**src/sv/plf_pkg.sv**
```systemverilog
// Package of the loopback byte FIFO: ring geometry, command and status codes,
// pointer helpers and the controller command type. No dependencies.
package plf_pkg;

   localparam int RING_DEPTH = 64;
   localparam int PTR_W      = $clog2(RING_DEPTH);
   localparam int CNT_W      = PTR_W + 1;

   localparam int CMD_W    = 2;
   localparam int BYTE_W   = 8;
   localparam int STATUS_W = 3;
   localparam int COUNT_W  = 8;
   localparam int PERIOD_W = 24;
   localparam int SLACK_W  = 32;

   localparam logic [CMD_W-1:0] CMD_WRITE = 2'd0;
   localparam logic [CMD_W-1:0] CMD_READ  = 2'd1;
   localparam logic [CMD_W-1:0] CMD_TICK  = 2'd2;

   localparam logic [STATUS_W-1:0] ST_OK       = 3'd0;
   localparam logic [STATUS_W-1:0] ST_TX_FULL  = 3'd1;
   localparam logic [STATUS_W-1:0] ST_RX_EMPTY = 3'd2;
   localparam logic [STATUS_W-1:0] ST_RX_FULL  = 3'd3;
   localparam logic [STATUS_W-1:0] ST_WAIT     = 3'd4;
   localparam logic [STATUS_W-1:0] ST_TX_EMPTY = 3'd5;

   localparam logic [SLACK_W-1:0] SLACK_MAX = '1;

   typedef logic [PTR_W-1:0] ptr_type;

   typedef struct packed {
      logic capture;
      logic execute;
      logic finish;
   } plf_cmd_type;

   function automatic ptr_type ptr_next(input ptr_type p);
      return (p == PTR_W'(RING_DEPTH - 1)) ? '0 : ptr_type'(p + 1'b1);
   endfunction

   function automatic logic [COUNT_W-1:0] ring_fill(input ptr_type wp, input ptr_type rp);
      logic [CNT_W-1:0] diff;
      if (wp >= rp) begin
         diff = {1'b0, wp} - {1'b0, rp};
      end else begin
         diff = {1'b0, wp} + CNT_W'(RING_DEPTH) - {1'b0, rp};
      end
      return COUNT_W'(diff);
   endfunction

endpackage

```
**src/sv/plf_if.sv**
```systemverilog
// Channel interfaces of the loopback byte FIFO: command beats in, result beats out.
// Depends on plf_pkg for field widths.
interface plf_req_if;
   logic                         valid;
   logic                         ready;
   logic [plf_pkg::CMD_W-1:0]    command;
   logic [plf_pkg::BYTE_W-1:0]   data_byte;

   modport source (output valid, output command, output data_byte, input ready);
   modport sink   (input valid, input command, input data_byte, output ready);
endinterface

interface plf_rsp_if;
   logic                          valid;
   logic                          ready;
   logic [plf_pkg::BYTE_W-1:0]    read_byte;
   logic [plf_pkg::STATUS_W-1:0]  status;
   logic [plf_pkg::COUNT_W-1:0]   rx_count;

   modport source (output valid, output read_byte, output status, output rx_count,
                   input ready);
   modport sink   (input valid, input read_byte, input status, input rx_count,
                   output ready);
endinterface

```
**src/sv/paced_loopback_byte_fifo_top.sv**
```systemverilog
// Top level of the paced loopback byte FIFO: a transmit ring and a receive ring
// joined by a microsecond-paced transfer. Depends on plf_pkg, plf_if, plf_ctrl
// and plf_datapath.
//
// Usage: each beat on the req_bus channel carries a command (write a byte to the
// transmit ring, read the receive ring, or a one-microsecond tick) and a data byte.
// Every command beat yields exactly one beat on rsp_bus with the byte read, a
// status code and the receive ring fill after the command.
// The frame period in microseconds is written through csr_wr_en and csr_wr_data
// while the block is idle.
// The result beat becomes valid after the command beat is taken and has passed the
// execute and finish steps. The controller takes one command beat at a time and
// takes no new command before the last result beat is accepted.
// Each ring holds at most 63 bytes.
// A stalled result holds rsp_bus steady and no new command is taken until it goes.
// Reset empties both rings, clears the slack counter and the frame period.
module paced_loopback_byte_fifo_top (
   input  logic                          clock,
   input  logic                          reset,
   plf_req_if.sink                       req_bus,
   plf_rsp_if.source                     rsp_bus,
   input  logic                          csr_wr_en,
   input  logic [plf_pkg::PERIOD_W-1:0]  csr_wr_data
);

   plf_pkg::plf_cmd_type cmd;
   logic                 req_ready;
   logic                 rsp_valid;

   plf_ctrl u_ctrl (
      .clock     (clock),
      .reset     (reset),
      .req_valid (req_bus.valid),
      .req_ready (req_ready),
      .rsp_valid (rsp_valid),
      .rsp_ready (rsp_bus.ready),
      .cmd       (cmd)
   );

   plf_datapath u_datapath (
      .clock         (clock),
      .reset         (reset),
      .cmd           (cmd),
      .req_command   (req_bus.command),
      .req_data_byte (req_bus.data_byte),
      .csr_wr_en     (csr_wr_en),
      .csr_wr_data   (csr_wr_data),
      .rsp_read_byte (rsp_bus.read_byte),
      .rsp_status    (rsp_bus.status),
      .rsp_rx_count  (rsp_bus.rx_count)
   );

   assign req_bus.ready = req_ready;
   assign rsp_bus.valid = rsp_valid;

endmodule

```
**src/sv/plf_datapath.sv**
```systemverilog
// Datapath of the loopback byte FIFO: both rings with their pointers, the slack
// counter, the period register and the result registers. Depends on plf_pkg.
module plf_datapath (
   input  logic                          clock,
   input  logic                          reset,
   input  plf_pkg::plf_cmd_type          cmd,
   input  logic [plf_pkg::CMD_W-1:0]     req_command,
   input  logic [plf_pkg::BYTE_W-1:0]    req_data_byte,
   input  logic                          csr_wr_en,
   input  logic [plf_pkg::PERIOD_W-1:0]  csr_wr_data,
   output logic [plf_pkg::BYTE_W-1:0]    rsp_read_byte,
   output logic [plf_pkg::STATUS_W-1:0]  rsp_status,
   output logic [plf_pkg::COUNT_W-1:0]   rsp_rx_count
);

   logic [plf_pkg::BYTE_W-1:0] tx_mem [plf_pkg::RING_DEPTH];
   logic [plf_pkg::BYTE_W-1:0] rx_mem [plf_pkg::RING_DEPTH];

   plf_pkg::ptr_type tx_wp_ff, tx_wp_in, tx_rp_ff, tx_rp_in;
   plf_pkg::ptr_type rx_wp_ff, rx_wp_in, rx_rp_ff, rx_rp_in;
   plf_pkg::ptr_type rx_waddr_ff;
   logic [plf_pkg::SLACK_W-1:0]  slack_ff, slack_in, slack_inc;
   logic [plf_pkg::PERIOD_W-1:0] period_ff;

   logic [plf_pkg::CMD_W-1:0]    cmd_ff;
   logic [plf_pkg::BYTE_W-1:0]   data_ff;
   logic [plf_pkg::BYTE_W-1:0]   tx_rdata_ff, rx_rdata_ff;
   logic [plf_pkg::STATUS_W-1:0] status_ff, status_in;
   logic                         xfer_ff, xfer_in, rd_ok_ff, rd_ok_in, tx_we;

   logic [plf_pkg::BYTE_W-1:0]   read_byte_ff;
   logic [plf_pkg::STATUS_W-1:0] out_status_ff;
   logic [plf_pkg::COUNT_W-1:0]  rx_count_ff;

   always_comb begin
      slack_inc = (slack_ff == plf_pkg::SLACK_MAX) ? slack_ff : slack_ff + 1'b1;
      tx_wp_in  = tx_wp_ff;
      tx_rp_in  = tx_rp_ff;
      rx_wp_in  = rx_wp_ff;
      rx_rp_in  = rx_rp_ff;
      slack_in  = slack_ff;
      status_in = plf_pkg::ST_OK;
      xfer_in   = 1'b0;
      rd_ok_in  = 1'b0;
      tx_we     = 1'b0;
      case (cmd_ff)
         plf_pkg::CMD_WRITE: begin
            if (plf_pkg::ptr_next(tx_wp_ff) == tx_rp_ff) begin
               status_in = plf_pkg::ST_TX_FULL;
            end else begin
               tx_we    = 1'b1;
               tx_wp_in = plf_pkg::ptr_next(tx_wp_ff);
            end
         end
         plf_pkg::CMD_READ: begin
            if (rx_rp_ff == rx_wp_ff) begin
               status_in = plf_pkg::ST_RX_EMPTY;
            end else begin
               rd_ok_in = 1'b1;
               rx_rp_in = plf_pkg::ptr_next(rx_rp_ff);
            end
         end
         plf_pkg::CMD_TICK: begin
            slack_in = slack_inc;
            if (tx_wp_ff == tx_rp_ff) begin
               status_in = plf_pkg::ST_TX_EMPTY;
            end else if (plf_pkg::ptr_next(rx_wp_ff) == rx_rp_ff) begin
               status_in = plf_pkg::ST_RX_FULL;
            end else if (slack_inc >= plf_pkg::SLACK_W'(period_ff)) begin
               xfer_in  = 1'b1;
               tx_rp_in = plf_pkg::ptr_next(tx_rp_ff);
               rx_wp_in = plf_pkg::ptr_next(rx_wp_ff);
               slack_in = slack_inc - plf_pkg::SLACK_W'(period_ff);
            end else begin
               status_in = plf_pkg::ST_WAIT;
            end
         end
         default: begin
            status_in = plf_pkg::ST_OK;
         end
      endcase
   end

   always_ff @(posedge clock) begin
      if (reset) begin
         tx_wp_ff  <= '0;
         tx_rp_ff  <= '0;
         rx_wp_ff  <= '0;
         rx_rp_ff  <= '0;
         slack_ff  <= '0;
         period_ff <= '0;
         xfer_ff   <= 1'b0;
         rd_ok_ff  <= 1'b0;
      end else begin
         if (csr_wr_en) begin
            period_ff <= csr_wr_data;
         end
         if (cmd.execute) begin
            tx_wp_ff <= tx_wp_in;
            tx_rp_ff <= tx_rp_in;
            rx_wp_ff <= rx_wp_in;
            rx_rp_ff <= rx_rp_in;
            slack_ff <= slack_in;
            xfer_ff  <= xfer_in;
            rd_ok_ff <= rd_ok_in;
         end
      end
   end

   always_ff @(posedge clock) begin
      if (cmd.capture) begin
         cmd_ff  <= req_command;
         data_ff <= req_data_byte;
      end
      if (cmd.execute) begin
         status_ff   <= status_in;
         rx_waddr_ff <= rx_wp_ff;
      end
      if (cmd.finish) begin
         read_byte_ff  <= rd_ok_ff ? rx_rdata_ff : '0;
         out_status_ff <= status_ff;
         rx_count_ff   <= plf_pkg::ring_fill(rx_wp_ff, rx_rp_ff);
      end
   end

   always_ff @(posedge clock) begin
      if (cmd.execute && tx_we) begin
         tx_mem[tx_wp_ff] <= data_ff;
      end
      tx_rdata_ff <= tx_mem[tx_rp_ff];
   end

   always_ff @(posedge clock) begin
      if (cmd.finish && xfer_ff) begin
         rx_mem[rx_waddr_ff] <= tx_rdata_ff;
      end
      rx_rdata_ff <= rx_mem[rx_rp_ff];
   end

   assign rsp_read_byte = read_byte_ff;
   assign rsp_status    = out_status_ff;
   assign rsp_rx_count  = rx_count_ff;

endmodule

```
**src/sv/plf_ctrl.sv**
```systemverilog
// Controller of the loopback byte FIFO: sequences capture, execute, finish and
// result hand-off for one beat at a time. Depends on plf_pkg.
module plf_ctrl (
   input  logic                  clock,
   input  logic                  reset,
   input  logic                  req_valid,
   output logic                  req_ready,
   output logic                  rsp_valid,
   input  logic                  rsp_ready,
   output plf_pkg::plf_cmd_type  cmd
);

   typedef enum logic [3:0] {
      S_IDLE = 4'b0001,
      S_EXEC = 4'b0010,
      S_FIN  = 4'b0100,
      S_RESP = 4'b1000
   } state_type;

   state_type state_ff, state_in;

   always_comb begin
      state_in = state_ff;
      case (state_ff)
         S_IDLE: begin
            if (req_valid) begin
               state_in = S_EXEC;
            end
         end
         S_EXEC: begin
            state_in = S_FIN;
         end
         S_FIN: begin
            state_in = S_RESP;
         end
         S_RESP: begin
            if (rsp_ready) begin
               state_in = S_IDLE;
            end
         end
         default: begin
            state_in = S_IDLE;
         end
      endcase
   end

   always_ff @(posedge clock) begin
      if (reset) begin
         state_ff <= S_IDLE;
      end else begin
         state_ff <= state_in;
      end
   end

   assign req_ready   = (state_ff == S_IDLE);
   assign rsp_valid   = (state_ff == S_RESP);
   assign cmd.capture = (state_ff == S_IDLE) && req_valid;
   assign cmd.execute = (state_ff == S_EXEC);
   assign cmd.finish  = (state_ff == S_FIN);

endmodule

```
**src/flat_wrapper.sv**
```systemverilog
// flat-port wrapper written by rule: the top's interface ports become plain ports
module paced_loopback_byte_fifo_top_flat 
  (clock, reset, csr_wr_en, csr_wr_data, req_bus_valid, req_bus_command, req_bus_data_byte, req_bus_ready, rsp_bus_valid, rsp_bus_read_byte, rsp_bus_status, rsp_bus_rx_count, rsp_bus_ready);
  plf_req_if req_bus_i ();
  plf_rsp_if rsp_bus_i ();
  input  logic clock;
  input  logic reset;
  input  logic csr_wr_en;
  input  logic [plf_pkg::PERIOD_W-1:0] csr_wr_data;
  input wire logic [$bits(req_bus_i.valid)-1:0] req_bus_valid;
  input wire logic [$bits(req_bus_i.command)-1:0] req_bus_command;
  input wire logic [$bits(req_bus_i.data_byte)-1:0] req_bus_data_byte;
  output wire logic [$bits(req_bus_i.ready)-1:0] req_bus_ready;
  output wire logic [$bits(rsp_bus_i.valid)-1:0] rsp_bus_valid;
  output wire logic [$bits(rsp_bus_i.read_byte)-1:0] rsp_bus_read_byte;
  output wire logic [$bits(rsp_bus_i.status)-1:0] rsp_bus_status;
  output wire logic [$bits(rsp_bus_i.rx_count)-1:0] rsp_bus_rx_count;
  input wire logic [$bits(rsp_bus_i.ready)-1:0] rsp_bus_ready;
  assign req_bus_i.valid = req_bus_valid;
  assign req_bus_i.command = req_bus_command;
  assign req_bus_i.data_byte = req_bus_data_byte;
  assign req_bus_ready = req_bus_i.ready;
  assign rsp_bus_valid = rsp_bus_i.valid;
  assign rsp_bus_read_byte = rsp_bus_i.read_byte;
  assign rsp_bus_status = rsp_bus_i.status;
  assign rsp_bus_rx_count = rsp_bus_i.rx_count;
  assign rsp_bus_i.ready = rsp_bus_ready;
  paced_loopback_byte_fifo_top u_core (.clock(clock), .reset(reset), .req_bus(req_bus_i), .rsp_bus(rsp_bus_i), .csr_wr_en(csr_wr_en), .csr_wr_data(csr_wr_data));
endmodule
```
**config.mk**
```make
export PLATFORM = sky130hd
export DESIGN_NAME = paced_loopback_byte_fifo_top_flat
export DESIGN_NICKNAME = d
export VERILOG_FILES = /design/src/sv/plf_pkg.sv /design/src/sv/plf_if.sv /design/src/sv/paced_loopback_byte_fifo_top.sv /design/src/sv/plf_datapath.sv /design/src/sv/plf_ctrl.sv /design/src/flat_wrapper.sv
export SDC_FILE = /design/constraint.sdc
export NUM_CORES = 2
export LEC_CHECK = 0
export BUFFER_PORTS_ARGS = -buffer_cell sky130_fd_sc_hd__buf_2
export CORE_MARGIN = 5
export CORE_UTILIZATION = 40
export CTS_CLUSTER_SIZE = 40
export DETAILED_ROUTE_END_ITERATION = 12
export SLEW_MARGIN = 20
export SYNTH_ARGS = -nofsm -noshare
export SYNTH_HDL_FRONTEND = slang
export SYNTH_SLANG_ARGS = --single-unit
```
**constraint.sdc**
```tcl
create_clock -name clock -period 10.9 [get_ports clock]
set_input_delay 1.09 -clock clock [delete_from_list [all_inputs] [get_ports clock]]
set_output_delay 1.09 -clock clock [all_outputs]
set_load 0.02 [all_outputs]
```
# Word level (Yosys, flattened, before mapping)
# Memory sizes are Yosys's and may differ from the RTL's. A register that Yosys moved wholly into a read port is not among the register bits.
# Index checks and enable logic that the tools add are counted.
[totals]
ff_bits = 123
mem_bits_rw = 1024
inputBits = 39
word_cells = 89
memories = 2
[classes]
addsub = 9
n_lt_le_gt_ge = 2
eq_ne = 17
mux = 30
bitwise = 4
reduce_logical = 9
[mem_list]
columns = ["memory", "depth", "width", "read_ports", "rd_ports_with_merged_regs", "wr", "line", "source"]
rows = [
  ["u_core.u_datapath.rx_mem", 64, 8, 1, 1, 1, "plf_datapath.sv:17", "logic [plf_pkg::BYTE_W-1:0] rx_mem [plf_pkg::RING_DEPTH];"],
  ["u_core.u_datapath.tx_mem", 64, 8, 1, 1, 1, "plf_datapath.sv:16", "logic [plf_pkg::BYTE_W-1:0] tx_mem [plf_pkg::RING_DEPTH];"],
]
[ops]
columns = ["op", "n"]
rows = [
  ["$mux 32", 4],
  ["$add 32x1->32 const B", 1],
  ["$eq 32x32->1 const B", 1],
  ["$ge 32x24->1", 1],
  ["$sub 32x24->32", 1],
  ["$add 6x1->6 const B", 4],
  ["$eq 6x6->1", 4],
  ["$eq 6x6->1 const B", 4],
  ["$mux 6", 4],
  ["$pmux 4 s4", 1],
  ["$mux 1", 13],
  ["$mux 3", 3],
  ["$pmux 3 s3", 1],
  ["$mux 4", 2],
  ["$add 6x7->7 const B", 1],
  ["$mux 7", 1],
  ["$sub 6x6->7", 1],
  ["$sub 7x6->7", 1],
  ["$ge 6x6->1", 1],
  ["$reduce_and 3->1", 2],
  ["$reduce_and 5->1", 1],
  ["$eq 4x1->1 const B", 1],
  ["$eq 4x2->1 const B", 1],
  ["$eq 4x3->1 const B", 1],
  ["other kinds (10)", 16],
]

# Depth between registers and ports, before layout
[depth]
depth_word = 8
depth_mapped = 24

# By module
# Synthesis repeated with hierarchy kept, for this count alone.
[unflattened]
cells_unflattened = 2545
hier_area_um2 = 47564.4
[modules_own_cells]
columns = ["mod", "instances", "cells_each", "area_per_inst_um2", "seq_area_each_um2"]
rows = [
  ["plf_datapath", 1, 2521, 47324.1, 33822.4],
  ["plf_ctrl", 1, 24, 240.2, 80.1],
]

# Least setup slack after synthesis
# OpenSTA, ideal clock, no wires.
[synth_timing]
kind = "reg2reg"
start = "reg u_core.u_datapath.slack_ff[3] (netlist bit)"
end = "reg u_core.u_datapath.slack_ff[30] (netlist bit)"
arrival_time_ps = 4749
t_required_ps = 10777
setup_slack_ps = 6027
path_stages_with_launch = 22
path_buffers = 3
path_cell_list = "dfxtp_1 > clkbuf_1 > nand4_1 > or2_2 > or3_1 > clkbuf_1 > or2_2 > nor2_1 > and3_1 > xor2_1 > ha_1 > clkbuf_1 > nand2_1 > nor3_1 > nand2_1 > nor4b_1 > nor2_1 > a41o_1 > a311o_1 > or3b_1 > mux2i_1 > mux2_1"
[synth_via]
elab_chain_len = 6
elab_cells_between_ends = 8
[synth_rtl]
columns = ["element", "line", "source"]
rows = [
  ["start, declared", "plf_datapath.sv:22", "logic [plf_pkg::SLACK_W-1:0] slack_ff, slack_in, slack_inc;"],
  ["start signal, assigned", "plf_datapath.sv:103", "slack_ff <= slack_in;"],
  ["$add 32x1->32 or $eq 32x32->1 (tied branches)", "plf_datapath.sv:36", "slack_inc = (slack_ff == plf_pkg::SLACK_MAX) ? slack_ff : slack_ff + 1'b1;"],
  ["$mux 32 *", "plf_datapath.sv:36", ""],
  ["$sub 32x24->32 or $ge 32x24->1 (tied branches)", "plf_datapath.sv:73, plf_datapath.sv:69", ""],
  ["$mux 32", "plf_datapath.sv:69", "end else if (slack_inc >= plf_pkg::SLACK_W'(period_ff)) begin"],
  ["$mux 32", "plf_datapath.sv:67", "end else if (plf_pkg::ptr_next(rx_wp_ff) == rx_rp_ff) begin"],
  ["$mux 32 *", "plf_datapath.sv:65", "if (tx_wp_ff == tx_rp_ff) begin"],
]
# Every way passes the cells marked *; elsewhere a longest branch is shown, timed or not.
# A chain may end at the register's enable or synchronous reset.

# Worst setup path after layout
[layout_timing]
start = "reg u_core.u_datapath.slack_ff[0] (netlist bit)"
end = "reg u_core.u_datapath.slack_ff[30] (netlist bit)"
# The elaborated chain is that of the path after synthesis.

==> flow_summary_export.csv <==
group,metric,value,unit
run_status,status,"finished clean",
cells_and_area,final_core_util,0.452,
clock_network,cts_setup_buffers,0,
timing,finalHoldViolations,0,
drt,detail-route-antenna-nets,0,
timing,worst_pin_slew,1150,ps
global_route,grt_pass1_vias,24200,
clock_network,cts-root-buf,"clkbuf_16",
global_route,grt_overflow,0,
timing,report.final.slew_viol_count,0,
timing,finClkSkew,45.3,ps
clock_network,cts.sinks,1163,
pwr,power.total,9.10,mW
logic_synthesis,async_reset_ff_frac,0,
global_route,grt_pass1_wl,161000,um
setup_path,cp_max_fo,39,
cells_and_area,layoutNonFillerInstCount,4254,
placement,place_area,49300,sq um
pwr,p_leak,16.2,nW
logic_synthesis,syn-num-nets,2619,
die,start_util,0.402,
drt,vias,23800,
clock_network,cts_resized,0,
clock_network,h-tree-depth,3,
cells_and_area,layout-drive-gt1-share,0.238,
pwr,powerDensity,171,nW/um^2
placement,routabilityCongestion,0.835,
job,cap_viol_max_count,0,
cells_and_area,stdcell_area,53200,sq um
timing,holdWs,438,ps
logic_synthesis,synth-edff-count,1061,
timing,setup_slack,4660,ps
timing,fmax,0.160,GHz
die,ios,60,
drt,post_drt_via_cell_ratio,5.60,
clock_network,insertion_delay,700,ps
cells_and_area,final_nets,2692,
placement,port-buffer-count,58,
global_route,groute.usage.overall,0.170,
setup_path,startpoint_type,"flip-flop",
clock_network,cts_tree,"built",
timing,post-route-period-util,0.573,
logic_synthesis,synthCells,2543,
logic_synthesis,synth.ff_latch_count,1163,
die,dieArea,125000,sq um
logic_synthesis,syn_avg_cell_area,18.6,sq um
setup_path,cp-end-kind,"flip-flop",
cells_and_area,antennaDiodeCount,0,
placement,dp_cells,4031,
die,rows,126,
pwr,peakVddDrop,0.120,mV
drt,totalWireLength,108000,um
clock_network,cts_buffer_depth,3,
min_path,hp-class,"reg -> reg",
drt,wl_per_cell,25.3,um
setup_path,crit_arrival,6830,ps
timing,setup_viol,0,
setup_path,required,11490,ps
clock_network,holdBufCountCts,0,
die,die_y,354,um
drt,drt_first_pass_iters,7,
logic_synthesis,syn_area,47300,sq um
timing,tns,0,ps
drt,drc,0,
placement,dpl.hpwl,64700,um
clock_network,numCtsBuffers,119,
clock_network,cts.clk_slew.worst_paths,60,ps
placement,dp_slack,4640,ps
logic_synthesis,yosys_most_used_dff,"edfxtp_1",
global_route,antenna_found_initial,1,
setup_path,crit_type,"reg -> reg",
logic_synthesis,yosysUniqueCellTypes,69,
global_route,grt_max_degree,90,
timing,slew_headroom,0.231,
logic_synthesis,yosysWarnings,0,
die,fp.dieW,354,um
logic_synthesis,seq_area_frac_synth,0.716,
drt,drtIter0Drc,2184,
timing,rsz0062_at_grt,"no",
timing,finalCriticalPeriod,6240,ps
die,core,118000,sq um
cells_and_area,synthToLayoutAreaGrowth,12.4,%
==> worst max-delay path: stages (launching register included) <==
cell and delay (ps):
dfxtp_1 370, ha_1 230, nand2_1 150, nor4_1 110
nand3b_1 220, nand4_1 330, nor3_1 950, nand3_1 320
nor2_1 200, xor2_1 110, ha_1 360, nand4_1 130
nor3_1 170, nand2_1 100, nor4b_1 300, nor2_1 180
a41o_1 240, buf_4 250, a311o_1 420, or3b_1 410
mux2i_1 220, mux2_1 350
==> report_power, final <==
group,leakage (nW),switching (mW),internal (mW)
clock network,1.89,1.72,2.30
logic,3.96,0.141,0.0490
registers,10.4,0.0117,4.88
total,16.2,1.87,7.23
==> path summary, 6_finish.rpt <==
| check | start | endpoint | slack, ps | cells past startpoint |
|---|---|---|---|---|
| hold reg to reg | u_core.u_datapath.status_ff[0]$_DFFE_PP_ | u_core.u_datapath.rsp_status[0]$_DFFE_PP_ | 440 | 0 |
| hold / removal | u_core.u_datapath.status_ff[0]$_DFFE_PP_ | u_core.u_datapath.rsp_status[0]$_DFFE_PP_ | 440 | 0 |
| setup / recovery | u_core.u_datapath.slack_ff[0]$_SDFFE_PP0P_ | u_core.u_datapath.slack_ff[30]$_SDFFE_PP0P_ | 4660 | 21 |
| setup reg to reg | u_core.u_datapath.slack_ff[0]$_SDFFE_PP0P_ | u_core.u_datapath.slack_ff[30]$_SDFFE_PP0P_ | 4660 | 21 |
==> registers in the layout, summed over array words and instances (netlist names), 4 cells and up <==
| signal | count |
|---|---|
| u_core.u_datapath.rx_wp_ff | 6 |
| u_core.u_datapath.tx_rdata_ff | 8 |
| u_core.u_datapath.rsp_read_byte | 8 |
| u_core.u_ctrl.state_ff | 4 |
| u_core.u_datapath.rx_rp_ff | 6 |
| u_core.u_datapath.rx_rdata_ff | 8 |
| u_core.u_datapath.data_ff | 8 |
| u_core.u_datapath.tx_wp_ff | 6 |
| u_core.u_datapath.period_ff | 24 |
| u_core.u_datapath.rx_mem | 512 |
| u_core.u_datapath.rx_waddr_ff | 6 |
| u_core.u_datapath.rsp_rx_count | 7 |
| u_core.u_datapath.tx_mem | 512 |
| u_core.u_datapath.tx_rp_ff | 6 |
| u_core.u_datapath.slack_ff | 32 |
==> cell type report <==
cell class	instances	area, sq um
multi-input cells	1199	12800
clock inverters	69	622
flip-flops and latches	1163	33900
clock buffers	154	3280
fillers	9795	64500
repair buffers	88	522
inverters	45	169
well taps	1536	1920
==> metal layers <==
| layer | vias to the layer above | track usage | part of all wire |
|---|---|---|---|
| met5 | - | 0 | 0 |
| met4 | 0 | 0.0407 | 0.021 |
| met3 | 154 | 0.0245 | 0.053 |
| met2 | 716 | 0.290 | 0.51 |
| met1 | 12600 | 0.233 | 0.42 |
| li1 | 10400 | - | - |
==> placed cells by master (no fill, tap or decap), types with 18 or more instances in the layout <==
master | netlist | layout
edfxtp_1 | 1061 | 1061
xnor2_1 | 46 | 46
clkbuf_1 | 81 | 25
mux2i_1 | 34 | 34
nand3_1 | 34 | 34
inv_1 | 44 | 44
nand4_1 | 22 | 22
clkbuf_16 | 0 | 125
dfxtp_1 | 102 | 88
buf_4 | 2 | 30
nor2_1 | 263 | 262
mux4_2 | 336 | 336
nand2_1 | 75 | 75
clkinv_2 | 0 | 22
a21oi_1 | 56 | 56
o21ai_0 | 42 | 42
xor2_1 | 32 | 32
or3_1 | 18 | 18
ha_1 | 35 | 35
nor3_1 | 18 | 18
buf_2 | 6 | 57
==> cells by family (layout without fill, tap and decap cells) <==
family          after synthesis  count (layout)  synth area share
xor+xnor                     78              78            0.0144
compound gates              168             168            0.0222
simple gates                539             539            0.0540
other cells                   1               1         0.0000792
flops                      1163            1163             0.716
fa+ha+maj                    37              37            0.0101
buf+inv                     181             356            0.0147
mux                         376             376             0.168
==> synthesized netlist by cell type, types with 5 or more instances <==
| cell type | n | area share |
|---|---|---|
| o21bai_1 | 5 | 0.00079 |
| a21oi_1 | 56 | 0.0059 |
| a311oi_1 | 5 | 0.00092 |
| dfxtp_1 | 102 | 0.043 |
| nand3_1 | 34 | 0.0036 |
| buf_1 | 47 | 0.0037 |
| xor2_1 | 32 | 0.0059 |
| or3_1 | 18 | 0.0024 |
| inv_1 | 44 | 0.0035 |
| and3_1 | 9 | 0.0012 |
| nor2b_1 | 13 | 0.0017 |
| a21o_1 | 7 | 0.0011 |
| or2_2 | 5 | 0.00066 |
| o21ai_0 | 42 | 0.0044 |
| ha_1 | 35 | 0.0092 |
| nor2_1 | 263 | 0.021 |
| nand2_1 | 75 | 0.0059 |
| edfxtp_1 | 1061 | 0.67 |
| nor4_1 | 8 | 0.0011 |
| clkbuf_1 | 81 | 0.0064 |
| and2_1 | 14 | 0.0018 |
| nor3_1 | 18 | 0.0019 |
| nand3b_1 | 17 | 0.0027 |
| and4_1 | 5 | 0.00092 |
| mux2i_1 | 34 | 0.0072 |
| o211ai_1 | 5 | 0.00079 |
| nand4_1 | 22 | 0.0029 |
| a211oi_1 | 13 | 0.0021 |
| mux4_2 | 336 | 0.16 |
| buf_2 | 6 | 0.00063 |
| nand2b_1 | 14 | 0.0018 |
| xnor2_1 | 46 | 0.0085 |
(Power assumes the default switching activity.)
